[src/sv/rsa_encrypt_decrypt_core_macros.svh]
// Assertion macros shared by the RSA core modules.
// Each expects clk and rst_n to be visible at the point of use.
`ifndef RSA_ENCRYPT_DECRYPT_CORE_MACROS_SVH
`define RSA_ENCRYPT_DECRYPT_CORE_MACROS_SVH

// Same-cycle implication, checked out of reset.
`define RSA_ASSERT_NOW(lbl, ante, cons, msg) \
  lbl: assert property (@(posedge clk) disable iff (!rst_n) (ante) |-> (cons)) \
    else $error(msg);

// Next-cycle implication, checked out of reset.
`define RSA_ASSERT_NEXT(lbl, ante, cons, msg) \
  lbl: assert property (@(posedge clk) disable iff (!rst_n) (ante) |=> (cons)) \
    else $error(msg);

`endif

[src/sv/rsa_pkg.sv]
`timescale 1ns / 1ps
// Shared types and constants for the RSA core.
// No dependencies; used by rsa_mm, rsa_encrypt_decrypt_core and tb_top.
package rsa_pkg;

  localparam int W      = 16;             // operand and modulus width
  localparam int PROD_W = 2 * W;          // full product width
  localparam int CNT_W  = $clog2(PROD_W); // bit index into product
  localparam int EXP_W  = 16;             // exponent register width
  localparam int BIT_W  = $clog2(EXP_W);  // exponent bit index
  localparam int CFG_IDX_W = 2;

  localparam logic [CFG_IDX_W-1:0] CFG_PUB_EXP  = 2'd0;
  localparam logic [CFG_IDX_W-1:0] CFG_PRIV_EXP = 2'd1;
  localparam logic [CFG_IDX_W-1:0] CFG_MODULUS  = 2'd2;

  typedef struct packed {
    logic         start;
    logic [W-1:0] a;
    logic [W-1:0] b;
    logic [W-1:0] n;
  } mm_req_t;

  typedef struct packed {
    logic         done;
    logic [W-1:0] res;
  } mm_rsp_t;

  typedef enum logic [1:0] {
    MM_IDLE,
    MM_MUL,
    MM_RED
  } mm_state_t;

  typedef enum logic [2:0] {
    T_IDLE,
    T_SETUP,
    T_SQ,
    T_SQ_W,
    T_MUL,
    T_MUL_W
  } top_state_t;

endpackage

[src/sv/rsa_encrypt_decrypt_core.sv]
`timescale 1ns / 1ps
// Textbook RSA round trip: ciphertext = m^e mod n, recovered = c^d mod n.
// Top level; depends on rsa_pkg, rsa_mm and the assertion macros header.
//
// Usage:
//   Config: write public exponent (index 0), private exponent (index 1) and
//   modulus (index 2) on cfg_* with cfg_valid; cfg_ready is always high.
//   Write only while busy is low. Other indexes are dropped.
//   Input: a word on in_message is taken when start is high and busy low.
//   Output: out_valid pulses for one cycle with out_ciphertext and
//   out_recovered; the receiver must take the word in that cycle.
// Operation: each power is square-and-multiply over all 16 exponent bits,
//   one square plus one multiply per set bit. Every modular multiply uses
//   the shared rsa_mm unit: a registered multiply, a remainder over all 32
//   product bits (skipped when the modulus is 0), then handoff. Zero
//   exponents skip their power. One message is in flight at a time.
// Reset: synchronous, active low; exponents return to 1, modulus to 65535,
//   the sequencer to idle.
`include "rsa_encrypt_decrypt_core_macros.svh"

module rsa_encrypt_decrypt_core (
  input  logic                          clk,
  input  logic                          rst_n,
  input  logic                          start,
  output logic                          busy,
  input  logic [rsa_pkg::W-1:0]         in_message,
  output logic                          out_valid,
  output logic [rsa_pkg::W-1:0]         out_ciphertext,
  output logic [rsa_pkg::W-1:0]         out_recovered,
  input  logic                          cfg_valid,
  output logic                          cfg_ready,
  input  logic [rsa_pkg::CFG_IDX_W-1:0] cfg_index,
  input  logic [rsa_pkg::EXP_W-1:0]     cfg_data
);

  rsa_pkg::top_state_t state_r, state_nxt;

  logic [rsa_pkg::EXP_W-1:0] pub_exp_r;
  logic [rsa_pkg::EXP_W-1:0] priv_exp_r;
  logic [rsa_pkg::W-1:0]     modulus_r;

  logic [rsa_pkg::W-1:0]     msg_r, msg_nxt;
  logic [rsa_pkg::W-1:0]     acc_r, acc_nxt;
  logic [rsa_pkg::W-1:0]     ct_r, ct_nxt;
  logic [rsa_pkg::BIT_W-1:0] bit_r, bit_nxt;
  logic                      phase_r, phase_nxt; // 0: encrypt, 1: decrypt
  logic                      out_valid_r, out_valid_nxt;
  logic [rsa_pkg::W-1:0]     out_ct_r, out_ct_nxt;
  logic [rsa_pkg::W-1:0]     out_rec_r, out_rec_nxt;

  rsa_pkg::mm_req_t mm_req;
  rsa_pkg::mm_rsp_t mm_rsp;

  logic [rsa_pkg::EXP_W-1:0] exp_cur;
  logic [rsa_pkg::W-1:0]     base_cur;
  logic                      mm_wait_st;

  assign cfg_ready = 1'b1;
  assign exp_cur   = phase_r ? priv_exp_r : pub_exp_r;
  assign base_cur  = phase_r ? ct_r : msg_r;

  always_ff @(posedge clk) begin
    if (!rst_n) begin
      pub_exp_r  <= rsa_pkg::EXP_W'(1);
      priv_exp_r <= rsa_pkg::EXP_W'(1);
      modulus_r  <= '1;
    end else if (cfg_valid && cfg_ready) begin
      case (cfg_index)
        rsa_pkg::CFG_PUB_EXP:  pub_exp_r  <= cfg_data;
        rsa_pkg::CFG_PRIV_EXP: priv_exp_r <= cfg_data;
        rsa_pkg::CFG_MODULUS:  modulus_r  <= cfg_data[rsa_pkg::W-1:0];
        default: ;
      endcase
    end
  end

  always_ff @(posedge clk) begin
    if (!rst_n) begin
      state_r     <= rsa_pkg::T_IDLE;
      out_valid_r <= 1'b0;
    end else begin
      state_r     <= state_nxt;
      out_valid_r <= out_valid_nxt;
    end
    msg_r     <= msg_nxt;
    acc_r     <= acc_nxt;
    ct_r      <= ct_nxt;
    bit_r     <= bit_nxt;
    phase_r   <= phase_nxt;
    out_ct_r  <= out_ct_nxt;
    out_rec_r <= out_rec_nxt;
  end

  always_comb begin
    logic                  fin;
    logic [rsa_pkg::W-1:0] fin_val;
    logic                  adv;
    state_nxt     = state_r;
    msg_nxt       = msg_r;
    acc_nxt       = acc_r;
    ct_nxt        = ct_r;
    bit_nxt       = bit_r;
    phase_nxt     = phase_r;
    out_valid_nxt = 1'b0;
    out_ct_nxt    = out_ct_r;
    out_rec_nxt   = out_rec_r;
    mm_req.start  = 1'b0;
    mm_req.a      = acc_r;
    mm_req.b      = acc_r;
    mm_req.n      = modulus_r;
    fin           = 1'b0;
    fin_val       = acc_r;
    adv           = 1'b0;
    case (state_r)
      rsa_pkg::T_IDLE: begin
        if (start) begin
          msg_nxt   = in_message;
          phase_nxt = 1'b0;
          state_nxt = rsa_pkg::T_SETUP;
        end
      end
      rsa_pkg::T_SETUP: begin
        acc_nxt = rsa_pkg::W'(1);
        bit_nxt = '1;
        if (exp_cur == '0) begin
          // zero exponent: power is 1, unreduced
          fin     = 1'b1;
          fin_val = rsa_pkg::W'(1);
        end else begin
          state_nxt = rsa_pkg::T_SQ;
        end
      end
      rsa_pkg::T_SQ: begin
        mm_req.start = 1'b1;
        state_nxt    = rsa_pkg::T_SQ_W;
      end
      rsa_pkg::T_SQ_W: begin
        if (mm_rsp.done) begin
          acc_nxt = mm_rsp.res;
          if (exp_cur[bit_r]) begin
            state_nxt = rsa_pkg::T_MUL;
          end else begin
            adv = 1'b1;
          end
        end
      end
      rsa_pkg::T_MUL: begin
        mm_req.start = 1'b1;
        mm_req.b     = base_cur;
        state_nxt    = rsa_pkg::T_MUL_W;
      end
      rsa_pkg::T_MUL_W: begin
        if (mm_rsp.done) begin
          acc_nxt = mm_rsp.res;
          adv     = 1'b1;
        end
      end
      default: begin
        state_nxt = rsa_pkg::T_IDLE;
      end
    endcase

    if (adv) begin
      if (bit_r == '0) begin
        fin     = 1'b1;
        fin_val = mm_rsp.res;
      end else begin
        bit_nxt   = bit_r - 1'b1;
        state_nxt = rsa_pkg::T_SQ;
      end
    end

    if (fin) begin
      if (!phase_r) begin
        ct_nxt    = fin_val;
        phase_nxt = 1'b1;
        state_nxt = rsa_pkg::T_SETUP;
      end else begin
        out_valid_nxt = 1'b1;
        out_ct_nxt    = ct_r;
        out_rec_nxt   = fin_val;
        state_nxt     = rsa_pkg::T_IDLE;
      end
    end
  end

  rsa_mm u_mm (
    .clk  (clk),
    .rst_n(rst_n),
    .req  (mm_req),
    .rsp  (mm_rsp)
  );

  assign busy           = (state_r != rsa_pkg::T_IDLE);
  assign out_valid      = out_valid_r;
  assign out_ciphertext = out_ct_r;
  assign out_recovered  = out_rec_r;
  assign mm_wait_st     = (state_r == rsa_pkg::T_SQ_W) || (state_r == rsa_pkg::T_MUL_W);

  `RSA_ASSERT_NEXT(a_start_busy, start && !busy, busy, "accepted word did not raise busy")
  `RSA_ASSERT_NOW(a_out_idle, out_valid, !busy, "result strobe while busy")
  `RSA_ASSERT_NEXT(a_out_pulse, out_valid, !out_valid, "result strobe longer than one cycle")
  `RSA_ASSERT_NOW(a_mm_wait, mm_rsp.done, mm_wait_st, "mm done outside wait state")

endmodule

[src/sv/rsa_mm.sv]
`timescale 1ns / 1ps
// Iterative modular multiplier: one registered multiply, then a restoring
// remainder one product bit per cycle, skipped for a zero modulus. Depends on rsa_pkg and the macros header.
`include "rsa_encrypt_decrypt_core_macros.svh"

module rsa_mm (
  input  logic             clk,
  input  logic             rst_n,
  input  rsa_pkg::mm_req_t req,
  output rsa_pkg::mm_rsp_t rsp
);

  rsa_pkg::mm_state_t state_r, state_nxt;

  logic [rsa_pkg::W-1:0]      a_r, a_nxt;
  logic [rsa_pkg::W-1:0]      b_r, b_nxt;
  logic [rsa_pkg::W-1:0]      n_r, n_nxt;
  logic [rsa_pkg::PROD_W-1:0] prod_r, prod_nxt;
  logic [rsa_pkg::W-1:0]      rem_r, rem_nxt;
  logic [rsa_pkg::CNT_W-1:0]  cnt_r, cnt_nxt;
  logic [rsa_pkg::W-1:0]      res_r, res_nxt;
  logic                       done_r, done_nxt;

  logic [rsa_pkg::W:0] trial;
  logic [rsa_pkg::W:0] diff;
  logic                ge;

  assign trial = {rem_r, prod_r[cnt_r]};
  assign diff  = trial - {1'b0, n_r};
  assign ge    = (trial >= {1'b0, n_r});

  always_ff @(posedge clk) begin
    if (!rst_n) begin
      state_r <= rsa_pkg::MM_IDLE;
      done_r  <= 1'b0;
    end else begin
      state_r <= state_nxt;
      done_r  <= done_nxt;
    end
    a_r    <= a_nxt;
    b_r    <= b_nxt;
    n_r    <= n_nxt;
    prod_r <= prod_nxt;
    rem_r  <= rem_nxt;
    cnt_r  <= cnt_nxt;
    res_r  <= res_nxt;
  end

  always_comb begin
    state_nxt = state_r;
    a_nxt     = a_r;
    b_nxt     = b_r;
    n_nxt     = n_r;
    prod_nxt  = prod_r;
    rem_nxt   = rem_r;
    cnt_nxt   = cnt_r;
    res_nxt   = res_r;
    done_nxt  = 1'b0;
    case (state_r)
      rsa_pkg::MM_IDLE: begin
        if (req.start) begin
          a_nxt     = req.a;
          b_nxt     = req.b;
          n_nxt     = req.n;
          state_nxt = rsa_pkg::MM_MUL;
        end
      end
      rsa_pkg::MM_MUL: begin
        prod_nxt = {{rsa_pkg::W{1'b0}}, a_r} * {{rsa_pkg::W{1'b0}}, b_r};
        rem_nxt  = '0;
        cnt_nxt  = rsa_pkg::CNT_W'(rsa_pkg::PROD_W - 1);
        if (n_r == '0) begin
          // zero modulus means 2^W: keep the low half
          res_nxt   = prod_nxt[rsa_pkg::W-1:0];
          done_nxt  = 1'b1;
          state_nxt = rsa_pkg::MM_IDLE;
        end else begin
          state_nxt = rsa_pkg::MM_RED;
        end
      end
      rsa_pkg::MM_RED: begin
        // rem stays below n, so the trial is below 2n
        rem_nxt = ge ? diff[rsa_pkg::W-1:0] : trial[rsa_pkg::W-1:0];
        if (cnt_r == '0) begin
          res_nxt   = rem_nxt;
          done_nxt  = 1'b1;
          state_nxt = rsa_pkg::MM_IDLE;
        end else begin
          cnt_nxt = cnt_r - 1'b1;
        end
      end
      default: begin
        state_nxt = rsa_pkg::MM_IDLE;
      end
    endcase
  end

  assign rsp.done = done_r;
  assign rsp.res  = res_r;

  `RSA_ASSERT_NOW(a_mm_start_idle, req.start, state_r == rsa_pkg::MM_IDLE, "mm start while busy")
  `RSA_ASSERT_NOW(a_mm_done_idle, done_r, state_r == rsa_pkg::MM_IDLE, "mm done while busy")

endmodule

[config.mk]
export PLATFORM = sky130hd
export DESIGN_NAME = rsa_encrypt_decrypt_core
export DESIGN_NICKNAME = d
export VERILOG_FILES = /design/src/sv/rsa_pkg.sv /design/src/sv/rsa_encrypt_decrypt_core.sv /design/src/sv/rsa_mm.sv
export VERILOG_INCLUDE_DIRS = /design/src /design/src/sv
export SDC_FILE = /design/constraint.sdc
export NUM_CORES = 1
export LEC_CHECK = 0
export BUFFER_PORTS_ARGS = -buffer_cell sky130_fd_sc_hd__clkbuf_2
export CAP_MARGIN = 15
export CORE_MARGIN = 5
export CORE_UTILIZATION = 40
export DETAILED_ROUTE_END_ITERATION = 12
export PLACE_DENSITY = 0.55
export SETUP_SLACK_MARGIN = 0.15
export SLEW_MARGIN = 20
export SYNTH_ARGS = -nofsm -noshare
export SYNTH_HDL_FRONTEND = slang
export SYNTH_SLANG_ARGS = --single-unit
[constraint.sdc]
create_clock -name clk -period 7.45 [get_ports clk]
set_input_delay 0.3725 -clock clk [delete_from_list [all_inputs] [get_ports clk]]
set_output_delay 0.3725 -clock clk [all_outputs]
set_load 0.1 [all_outputs]
==> impl_metrics.ini, run 1 <==
[critical_path]
crit_path_start_kind = register
reg2reg_from = u_mm.b_r[10]
worstPathRequired_ns = 7.74
startpoint = u_mm.b_r[10]
worst_path_max_delay_cell = edfxtp_1
slowest_delay_ns = 0.78
rr_endpoint = u_mm.prod_r[30]
worstPathArrival_ns = 7.23
critPathTopFamily = adder cells
cpMostUsedCell = fa_1
worstPathCellList = nand2_1 > fa_1 > inv_1 > fa_1 > fa_1 > fa_1 > fa_1 > inv_1 > fa_1 > inv_1 > ha_1 > a21o_1 > a211o_1 > a2111oi_2 > a21oi_1 > a2111oi_2 > nor3_1 > a211o_1 > a21oi_1 > xnor2_1
worstSetupPathType = register to register
rrSetupSlack_ns = 0.51
reg2regPathDepth = 20
critPathMaxFanout = 16
cp-end-kind = register
critPathBufInv = 3

[synthesis]
synthSimpleGateAreaFrac_pct = 15.0
ys_warn_count = 0
synth_mux_area_share_pct = 3.72
synth_edf_count = 197
synthArstFlopShare_pct = 0
synth_cells = 1829
synth-compound-area-share_pct = 6.88
synth.cell_area_um2 = 19200
seq_area_frac_synth_pct = 37.1
synthXorXnorAreaFrac_pct = 1.96
syn_area_per_cell_um2 = 10.5
synth_fa_ha_area_share_pct = 28.5
synthFlopType = edfxtp_1
synthTopCellsByArea = edfxtp_1 31%, fa_1 20%, ha_1 8.1%, dfxtp_1 6.3%, nand2_1 5.6%
synth.distinct_cells = 61
yosysMostFrequentCell = nand2_1
synth_top_family_by_area = adder cells
synthTopCellsByCount = 284 x nand2_1, 270 x inv_1, 197 x edfxtp_1
synth_nets = 2187
synth_top_area_cell = edfxtp_1
yosysTopAreaCellShare_pct = 30.8
ys_ff_latch = 257

[die]
rows = 80
io_pins = 73
die_x_um = 229
die_h_um = 229
dieArea_um2 = 52500
start_util_pct = 40.3
core-area_um2 = 47600

[power]
power_frac_seq_pct = 21.9
clkPwrFrac_pct = 13.2
combPwrFrac_pct = 64.9
p_int_w = 0.00545
vdd_drop_max_v = 0.000573
net-switching-power_w = 0.00457
powerDensity_nw_per_um2 = 472
p_leak_nw = 9.36
power_w = 0.0100
switching_share_pct = 45.6

[global_routing]
antenna_found_initial = 0
grt_pass1_wl_um = 75900
grt_use_total_pct = 17.9
grt_max_degree = 35
grt_pass1_vias = 13707
grt-ovfl-total = 0

[clocking]
cts-htree-levels = 1
clk_latency_ns = 0.56
clk_pin_slew_worst_paths_ns = 0.06
cts_buffers = 28
cts_root_buf = clkbuf_16
clockBufferDepth = 3
cts_tree = yes
cts_sinks = 257

[placement]
placed_area_um2 = 20100
portBuffers = 71
hpwl_um = 36400
dp.cells = 2454
gp_congestion = 0.823

[min_path]
hold_end = pub_exp_r[13]
worstHoldStart = cfg_data[13]
min_path_cells = 3
worstHoldPathType = input pin to register

[timing]
worst_slew_pin_slew_ns = 1.04
rsz0062_at_grt = false
setup_tns_ns = 0
clock_skew_ns = 0.0263
max_freq_ghz = 0.144
finalSetupViolations = 0
period_share_pct = 93.2
slew_headroom_pct = 30.4
finalHoldViolations = 0
slew_violations = 0
min_period_ns = 6.94

[cells_and_area]
fin_area_um2 = 21200
layout.cells.non_filler = 2530
regArea_um2 = 7120
multi_input_area_um2 = 10800
drive_above_1_share_pct = 8.77
nFillCells = 4567
fin_nets = 2253
n_antenna_cell = 0
postLayoutCoreUtil_pct = 44.6
syn2layout_area_growth_pct = 10.6
largest_reg_flops = 32
top_register = u_mm.prod_r

[detailed_routing]
drc = 0
drt-total-wl_um = 46800
drt-wirelength-per-cell_um = 18.5
vias_per_cell = 5.10
vias = 12904
dr.pass1.iters = 5
postRouteAntennaNets = 0
drtIter0Drc = 659

[status]
status = finished, final reports clean

[job]
cap_violations = 0
==> power by group through the flow <==
| stage | clock, W | combinational, W | sequential [W] |
|---|---|---|---|
| floorplan | 0 | 0.00456 | 0.00214 |
| global placement | 0 | 0.00645 | 0.00222 |
| detailed placement | 0 | 0.00642 | 0.00223 |
| CTS | 0.00135 | 0.00654 | 0.00220 |
| global route | 0.00142 | 0.00723 | 0.00221 |
| finish | 0.00132 | 0.00650 | 0.00219 |
==> routing by layer <==
metal / routed length [µm] / part of all wire (%) / GRT usage (%) / up-vias
met4: 693 / 1.5 / 2.91 / 0
met2: 23600 / 50 / 31.4 / 218
met1: 20700 / 44 / 24.7 / 6502
met3: 1830 / 3.9 / 1.91 / 49
li1: - / - / - / 6135
met5: 0 / 0 / 0 / -
==> how the worst max path moves through the flow <==
stage / endpoint / slack [ns] / cells past startpoint
6_report: u_mm.prod_r[30] / 0.51 / 20
5_1_grt: u_mm.prod_r[28] / 0.20 / 20
4_1_cts: u_mm.prod_r[31] / 0.46 / 21
3_5_place_dp: u_mm.prod_r[31] / 0.47 / 21
3_3_place_gp: u_mm.prod_r[31] / 0.64 / 21
2_1_floorplan: u_mm.prod_r[30] / 1.09 / 22
==> timing repair <==
item | CTS | global route
endpoints found under the setup margin | 0 | 1
setup buffers | 0 | 10
hold buffers | 16 | 0
resized for setup | 0 | 1
hold endpoints to repair | 16 | 0
==> stage by stage <==
step,worst slack (ns),hold slack (ns)
after floorplan,1.09,0.408
after global placement,0.643,0.413
after detailed placement,0.468,0.413
after CTS,0.458,0.0641
after global routing,0.201,0.0770
final,0.507,0.0851
==> cells by family (layout without fill, tap and decap cells) <==
logic type	after synthesis	count (layout)
flip-flops	257	257
XOR/XNOR	43	43
adder cells (fa/ha/maj)	320	320
AND/OR/NAND/NOR	603	603
buffers and inverters	345	431
multiplexers	50	50
other	1	1
AO/OA/AOI/OAI	210	210
==> worst min-delay path, cell delays in order <==
cell and delay (ns):
clkbuf_2 0.11, nand2_1 0.06, a21oi_1 0.05
==> cell usage in the layout, fill, tap and decap left out, types with 4 or more instances in the layout <==
cell type        n
a211oi_1        11
a21o_1          31
a21oi_1         87
a31oi_1          7
and2_1         132
and3_1          22
buf_4           24
clkbuf_1         6
clkbuf_16       29
clkbuf_2        71
clkinv_2         6
dfxtp_1         60
dlygate4sd3_1   16
edfxtp_1       197
fa_1           195
ha_1           125
inv_1          270
mux2i_1         33
mux4_2          17
nand2_1        284
nand2b_1         6
nand3_1         28
nand4_1          8
nor2_1          63
nor2b_1         12
nor3_1          14
nor3b_1          4
nor4_1          14
o21ai_0         37
xnor2_1         33
xor2_1          10
==> final cells by class <==
class                           count  share of cell area, %
Tap cell                          615                   3.62
Inverter                          270                   4.77
Multi-Input combinational cell   1227                   50.7
Clock inverter                     15                  0.548
Sequential cell                   257                   33.5
Timing Repair Buffer              111                   3.28
Clock buffer                       35                   3.52
Power figures use the tool's default switching activity.
==> run 2: changes to the inputs <==
Clock period 7.45 ns to 7.7 ns, I/O delays scaled along.
==> run 2 against run 1 <==
  * Cell area about the same
  * Worst hold slack worse by 0.055 ns
  * Register-to-register slack improved by 0.20 ns
  * Sequential cell count stayed put
  * Critical path type unchanged
  * Clock skew is 0.018 ns lower
  * Sequential share of layout area barely moved
  * Combinational power fell by 3.2%
  * Global-route usage is 0.19 points lower
  * Core utilization hardly changed
  * Die area did not move
==> impl_metrics.ini, run 2 (synthesis results as in run 1) <==
[power]
clkPwrFrac_pct = 14.4
p_int_w = 0.00537
vdd_drop_max_v = 0.000594
powerDensity_nw_per_um2 = 464
switching_share_pct = 45.5
power_frac_seq_pct = 21.7
combPwrFrac_pct = 63.9
net-switching-power_w = 0.00448
p_leak_nw = 9.34

[clocking]
cts-htree-levels = 1
cts_tree = yes
clk_latency_ns = 0.55
cts_buffers = 28
cts_root_buf = clkbuf_16
cts_sinks = 257
cts_resized = 0
clockBufferDepth = 3
clk_pin_slew_worst_paths_ns = 0.06
cts_setup_buffers = 0
hold_buffers = 13

[global_routing]
grt-ovfl-total = 0
grt_pass1_vias = 13701
grt_busiest_layer = met2
grt_max_degree = 35
grt_pass1_wl_um = 75000
antenna_found_initial = 0
grt_use_total_pct = 17.7
grtUsageMet1_pct = 24.0
use_met3_pct = 2.51
met2_usage_pct = 30.3

[detailed_routing]
vias = 12989
postRouteAntennaNets = 0
drtIter0Drc = 772
dr.pass1.iters = 5
drt-wirelength-per-cell_um = 18.6
vias_per_cell = 5.17
drc = 0
drt-total-wl_um = 46800

[timing]
period_share_pct = 90.8
rsz0062_at_grt = false
worst_slew_pin_slew_ns = 1.10
setup_tns_ns = 0
slew_headroom_pct = 26.5
clock_skew_ns = 0.00854
finalHoldViolations = 0
finalSetupViolations = 0
max_freq_ghz = 0.143
slew_violations = 0
min_period_ns = 7.00

[cells_and_area]
drive_above_1_share_pct = 8.48
multi_input_area_um2 = 10800
nFillCells = 4535
final_cell_mix = 284 x nand2_1, 270 x inv_1, 197 x edfxtp_1
regArea_um2 = 7120
final_common_cell = nand2_1
n_antenna_cell = 0
largest_reg_flops = 32
postLayoutCoreUtil_pct = 44.5
fin_nets = 2236
top_register = u_mm.prod_r
syn2layout_area_growth_pct = 10.6

[die]
die_x_um = 229
start_util_pct = 40.3
core-area_um2 = 47600
io_pins = 73
rows = 80
die_h_um = 229
dieArea_um2 = 52500

[critical_path]
crit_path_start_kind = register
worstPathArrival_ns = 7.30
worstSetupPathType = register to register
cp-end-kind = register
worstPathRequired_ns = 8.00
critPathMaxFanout = 16

[job]
cap_violations = 0

[min_path]
worstHoldPathType = input pin to register

[placement]
hpwl_um = 36100
portBuffers = 71
gp_congestion = 0.861

[status]
status = finished, final reports clean
## run 2: changes by cell type in the layout (fill, tap and decap cells not counted), moves of 2 or more
cell,previous run,this run
buf_4,24,10
bufinv_16,1,4
clkinv_4,1,4
dlygate4sd3_1,16,13
clkinv_2,6,4
clkbuf_1,6,3
## run 2: through the flow
step / cells / worst slack, ns / hold WS [ns] / instance area, µm² / total power [W]
6_report: 2514 / 0.705 / 0.0301 / 21200 / 0.00985
3_5_place_dp: 2450 / 0.736 / 0.415 / 20100 / 0.00839
3_3_place_gp: 2450 / 0.812 / 0.411 / 20100 / 0.00840
4_1_cts: 2514 / 0.707 / 0.00205 / 21200 / 0.00992
2_1_floorplan: 1829 / 1.34 / 0.408 / 19200 / 0.00648
5_1_grt: 2514 / 0.347 / 0.00815 / 21200 / 0.0107
## run 2: layout make-up
type                            count  area share (%)
Multi-Input combinational cell   1227            50.8
Tap cell                          615            3.63
Clock inverter                     18            1.04
Clock buffer                       33            3.59
Inverter                          270            4.78
Timing Repair Buffer               94            2.64
Sequential cell                   257            33.5
## run 2: path summary, 6_finish.rpt
kind         depth (start not counted)               to  slack, ns            from
min                                  1        msg_r[13]       0.03  in_message[13]
max                                 20  u_mm.prod_r[30]       0.70    u_mm.b_r[10]
max reg2reg                         20  u_mm.prod_r[30]       0.70    u_mm.b_r[10]
min reg2reg                          0     u_mm.n_r[10]       0.43   modulus_r[10]
## run 2: metal layers
layer | routed length, µm | vias to the layer above | share of wire, %
met5 | 0 | - | 0
met4 | 1140 | 0 | 2.4
met3 | 1780 | 82 | 3.8
met2 | 23100 | 279 | 49
met1 | 20800 | 6523 | 44
li1 | - | 6105 | -
## run 2: power groups by stage
stage / sequential (W) / combinational (W) / clock [W]
2_1_floorplan: 0.00207 / 0.00441 / 0
3_3_place_gp: 0.00216 / 0.00624 / 0
3_5_place_dp: 0.00216 / 0.00623 / 0
4_1_cts: 0.00213 / 0.00634 / 0.00145
5_1_grt: 0.00215 / 0.00699 / 0.00152
6_report: 0.00213 / 0.00629 / 0.00142
## run 2: worst max-delay path, cell delays in order (launching register included)
cell and delay [ns]:
edfxtp_1 0.87, nand2_1 0.18, fa_1 0.56, inv_1 0.05
fa_1 0.58, fa_1 0.47, fa_1 0.46, fa_1 0.49
inv_1 0.05, fa_1 0.48, inv_1 0.06, ha_1 0.37
a21o_1 0.19, a211o_1 0.33, a2111oi_2 0.33, a21oi_1 0.22
a2111oi_2 0.36, nor3_1 0.16, a211o_1 0.28, a21oi_1 0.17
xnor2_1 0.08
